## src/rtl/nnhl_pkg.sv

```systemverilog
// Shared constants, codes and the name folding function of the name lookup table.
`default_nettype none
package nnhl_pkg;
  localparam int KIND_COUNT = 5;
  localparam int REG_COUNT = 6;
  localparam int REG_W = 11;
  localparam int MAX_NAME_LEN = 32;
  localparam int BUCKET_AW = 10;
  localparam int NAME_AW = 13;
  localparam logic [63:0] FNV_BASIS = 64'hCBF29CE484222325;

  localparam logic [1:0] MODE_BYTE = 2'd0;
  localparam logic [1:0] MODE_LEN = 2'd1;
  localparam logic [1:0] MODE_PLACE = 2'd2;
  localparam logic [1:0] MODE_LOOKUP = 2'd3;

  localparam logic [1:0] ST_FOUND = 2'd0;
  localparam logic [1:0] ST_NOT_FOUND = 2'd1;
  localparam logic [1:0] ST_PLACED = 2'd2;
  localparam logic [1:0] ST_FULL = 2'd3;

  localparam logic [7:0] CH_DASH = 8'h2D;
  localparam logic [7:0] CH_UNDER = 8'h5F;
  localparam logic [7:0] CH_UPPER_A = 8'h41;
  localparam logic [7:0] CH_UPPER_Z = 8'h5A;
  localparam logic [7:0] CH_LOWER_A = 8'h61;

  typedef logic [REG_W-1:0] reg_t;

  function automatic logic [7:0] fold(input logic [7:0] c);
    logic [7:0] r;
    r = c;
    if (c == CH_DASH) r = CH_UNDER;
    else if (c >= CH_UPPER_A && c <= CH_UPPER_Z) r = c - CH_UPPER_A + CH_LOWER_A;
    return r;
  endfunction
endpackage
`default_nettype wire

```

## src/rtl/nnhl_hash.sv

```systemverilog
// One FNV-1a step over a folded byte; the prime multiply is done as shifts and adds.
`default_nettype none
module nnhl_hash (
  input  wire logic [63:0] hash_in,
  input  wire logic [7:0]  data,
  output logic      [63:0] hash_out
);
  logic [63:0] x;

  // The prime is 2^40 + 0x1B3.
  always_comb begin
    x = hash_in ^ {56'd0, nnhl_pkg::fold(data)};
    hash_out = (x << 40) + (x << 8) + (x << 7) + (x << 5) + (x << 4) + (x << 1) + x;
  end
endmodule
`default_nettype wire

```

## config.mk

```make
export PLATFORM = sky130hd
export DESIGN_NAME = nnhl_hash
export DESIGN_NICKNAME = d
export VERILOG_FILES = /design/src/rtl/nnhl_pkg.sv /design/src/rtl/nnhl_hash.sv
export SDC_FILE = /design/constraint.sdc
export NUM_CORES = 1
export LEC_CHECK = 0
export BUFFER_PORTS_ARGS = -buffer_cell sky130_fd_sc_hd__clkbuf_2
export CAP_MARGIN = 15
export CELL_PAD_IN_SITES_DETAIL_PLACEMENT = 0
export CELL_PAD_IN_SITES_GLOBAL_PLACEMENT = 1
export CORE_MARGIN = 2
export CORE_UTILIZATION = 51
export DETAILED_ROUTE_END_ITERATION = 8
export PLACE_DENSITY_LB_ADDON = 0.1
export SYNTH_ARGS = -nofsm -noshare
export SYNTH_HDL_FRONTEND = slang
export SYNTH_SLANG_ARGS = --single-unit
```

## constraint.sdc

```tcl
create_clock -name vclk -period 22.1
set_input_delay 3.315 -clock vclk [all_inputs]
set_output_delay 3.315 -clock vclk [all_outputs]
set_load 0.02 [all_outputs]
```

==> impl_summary.txt <==
----------------------------------------------------
[Global routing]
  Antenna violations before repair ... 0
  Number of global-route vias before repair ... around 7.5k
  Grt total ovfl ... 0
  First-pass GRT wire length ... between 30000 and 40000 µm
  Pin count of the biggest net entering global routing ... 9
  GRT Util Overall ... between 20% and 30%

[Floorplan]
  Top-level port count ... between 100 and 150
  Die Outline Area ... between 0.02 and 0.025 mm²
  Initial core utilization ... between 50% and 60%
  Chip Height ... between 100 and 150 µm
  Standard-cell row count ... between 50 and 60
  Die extent in x ... between 100 and 150 µm
  Core area ... around 0.019 mm²

[Hold path]
  Startpoint of the worst hold path ... hash_in[0]
  Worst min-delay path class ... input port to output pin

[Clock network]
  Buffer count from post-CTS setup fixing ... 0
  Cts hold-fix bufs ... 0
  Number of resized instances in the post-cts repair step ... 0

[Worst setup path]
  CP required ... 18.78 ns
  Type of the worst setup path ... input port to output pin
  Nature of the critical path endpoint ... output pin
  Critical path origin ... data[0]
  Signal arrival time at the worst endpoint ... between 10 and 15 ns
  CP Launch Type ... input port
  Highest fanout seen on the critical path ... 7

[Routing]
  Routed wire length ... 23500 µm
  Vias per std cell ... approximately 5.2
  Per-cell routed wire length ... approximately 16 µm
  Total DRC errors in the routed layout ... 0
  DR pass1 iterations ... 5
  Initial detailed-routing violation count ... ~380
  Total via count in the routed design ... between 7k and 8k
  Residual antenna-violating net count after detailed routing ... 0

[Synth]
  Gate count after technology mapping ... roughly 1.0k
  Avg Cell Area, Syn ... ~9.5 µm²
  Dominant cells by area after synthesis ... sky130_fd_sc_hd__fa_1 (50%), sky130_fd_sc_hd__ha_1 (14%), sky130_fd_sc_hd__inv_1 (9.7%)
  Area of the mapped netlist ... about 0.01 mm²
  Number of synthesis warnings ... 0
  Cell type with the highest aggregate area in the netlist ... sky130_fd_sc_hd__fa_1
  Netlist cell types ... 45
  Area share of the largest cell type after synthesis ... 49.5%
  Synthesized net count ... 1477
  Fraction of the yosys area taken by sequential cells ... 0%

[Job]
  Max Cap Viol ... 0

[STA]
  Period utilisation layout ... 62.5%
  Setup TNS Final ... 0 ns
  Number of pins with negative max-slew slack in the final report ... 0
  Maximum clock rate ... 72.4 MHz
  Post-layout min period ... between 10 and 15 ns
  Worst Tran Pin Value ... about 0.9 ns
  Final hold violation count ... 0
  Relative slew slack ... between 30% and 40%
  Setup repair after global routing missed its margin ... no
  Setup Viol. Count Final ... 0

[Finish]
  Sequential cells ... 0
  Layout cells sized above 1 ... between 10 and 15%
  Area growth from synthesis to final layout ... 9.61%
  Post-layout nets ... about 1.6k
  Total of clock buffers placed in the layout ... 0
  Antenna diodes ... 0
  Register Area ... 0 µm²
  Fill cell count ... about 1.8k

[Placement]
  Final weighted congestion in routability-driven placement ... 0.870
  HPWL Detailed ... 21600 µm
  Port Buffer Count ... roughly 140

[Outcome]
  Status ... finished clean

----------------------------------------------------
## Yosys cell counts, drive strengths merged, types with 6 or more instances
master	number
clkbuf	14
xnor2	56
o21ai	35
nand2	45
a221oi	6
a21oi	69
o21bai	17
inv	259
ha	109
nor2b	7
nor3	8
nor2	40
a21o	28
xor2	24
nand4	15
nand3	11
fa	247
## metrics by stage
stage	utilization, %	setup slack (ns)	std cells	hold slack, ns	area (µm²)
3_3_place_gp	56.6	8.50	1436	7.17	10900
2_1_floorplan	-	9.45	1049	6.87	9980
6_report	56.6	8.29	1436	7.15	10900
4_1_cts	56.6	8.30	1436	7.17	10900
5_1_grt	56.6	7.77	1436	7.22	10900
3_5_place_dp	56.6	8.34	1436	7.16	10900
## metal layers
metal / routed length [µm] / part of all wire, % / vias up / global-route usage (%)
li1: - / - / 3564 / -
met1: 10900 / 46 / 3752 / 36.4
met2: 11300 / 48 / 176 / 39.2
met3: 1040 / 4.4 / 8 / 1.00
met4: 183 / 0.78 / 0 / 1.65
met5: 0 / 0 / - / 0
## worst max-delay path: stages
cell and delay, ns:
sky130_fd_sc_hd__clkbuf_2 0.12, sky130_fd_sc_hd__or4_1 0.56, sky130_fd_sc_hd__nor3_1 0.14, sky130_fd_sc_hd__o21ai_0 0.08, sky130_fd_sc_hd__o21ai_0 0.12, sky130_fd_sc_hd__o21a_1 0.16, sky130_fd_sc_hd__xor2_1 0.65, sky130_fd_sc_hd__inv_1 0.26
sky130_fd_sc_hd__fa_1 0.55, sky130_fd_sc_hd__inv_1 0.05, sky130_fd_sc_hd__fa_1 0.47, sky130_fd_sc_hd__inv_1 0.05, sky130_fd_sc_hd__fa_1 0.41, sky130_fd_sc_hd__ha_1 0.28, sky130_fd_sc_hd__ha_1 0.39, sky130_fd_sc_hd__a211oi_1 0.26
sky130_fd_sc_hd__o221ai_1 0.16, sky130_fd_sc_hd__a41oi_1 0.35, sky130_fd_sc_hd__a21oi_1 0.19, sky130_fd_sc_hd__o311ai_1 0.48, sky130_fd_sc_hd__nand3_1 0.20, sky130_fd_sc_hd__a41oi_1 0.53, sky130_fd_sc_hd__o31ai_1 0.21, sky130_fd_sc_hd__o22ai_1 0.18
sky130_fd_sc_hd__xnor2_1 0.13, sky130_fd_sc_hd__clkbuf_2 0.18
## final timing paths
kind  depth (start not counted)  slack [ns]           end
min                           3        7.15   hash_out[0]
max                          26        8.29  hash_out[62]
## final cells by class
class	count	area (µm²)	share of cell area, %
repair buffers	136	681	6.22
well taps	265	332	3.03
inverters	259	972	8.88
multi-input cells	776	8960	81.9
## layout by cell type, fill, tap and decap left out, types with 2 or more instances in the layout
master and instances:
sky130_fd_sc_hd__or2_2 2, sky130_fd_sc_hd__nand4_1 15, sky130_fd_sc_hd__nor2b_1 7, sky130_fd_sc_hd__o21ai_0 35, sky130_fd_sc_hd__or4_1 2, sky130_fd_sc_hd__nand3_1 11
sky130_fd_sc_hd__inv_1 259, sky130_fd_sc_hd__fa_1 247, sky130_fd_sc_hd__o21a_1 4, sky130_fd_sc_hd__a21o_1 28, sky130_fd_sc_hd__a221oi_1 3, sky130_fd_sc_hd__a211oi_1 5
sky130_fd_sc_hd__ha_1 109, sky130_fd_sc_hd__a221oi_2 2, sky130_fd_sc_hd__and2_1 4, sky130_fd_sc_hd__nand2b_1 4, sky130_fd_sc_hd__o31ai_1 3, sky130_fd_sc_hd__a21oi_1 69
sky130_fd_sc_hd__and3_1 5, sky130_fd_sc_hd__a41oi_1 5, sky130_fd_sc_hd__nor3_1 8, sky130_fd_sc_hd__nor4_1 5, sky130_fd_sc_hd__clkbuf_2 136, sky130_fd_sc_hd__o21bai_1 17
sky130_fd_sc_hd__nor2_1 40, sky130_fd_sc_hd__nand2_1 45, sky130_fd_sc_hd__xor2_1 24, sky130_fd_sc_hd__o221ai_1 2, sky130_fd_sc_hd__xnor2_1 56, sky130_fd_sc_hd__a31oi_1 4
## cells by family (layout without fill, tap and decap cells)
logic type	after synthesis	in the layout	share of synthesized area, %
AOI/OAI and AO/OA	189	189	12.4
xor gates and xnor gates	80	80	7.02
adders and majority gates	356	356	63.2
buffers and inverters	273	395	10.3
and+or+nand+nor	151	151	7.17
Power is not shown: default switching activity piles up to over one toggle a cycle in this logic, so the estimate is an artifact.
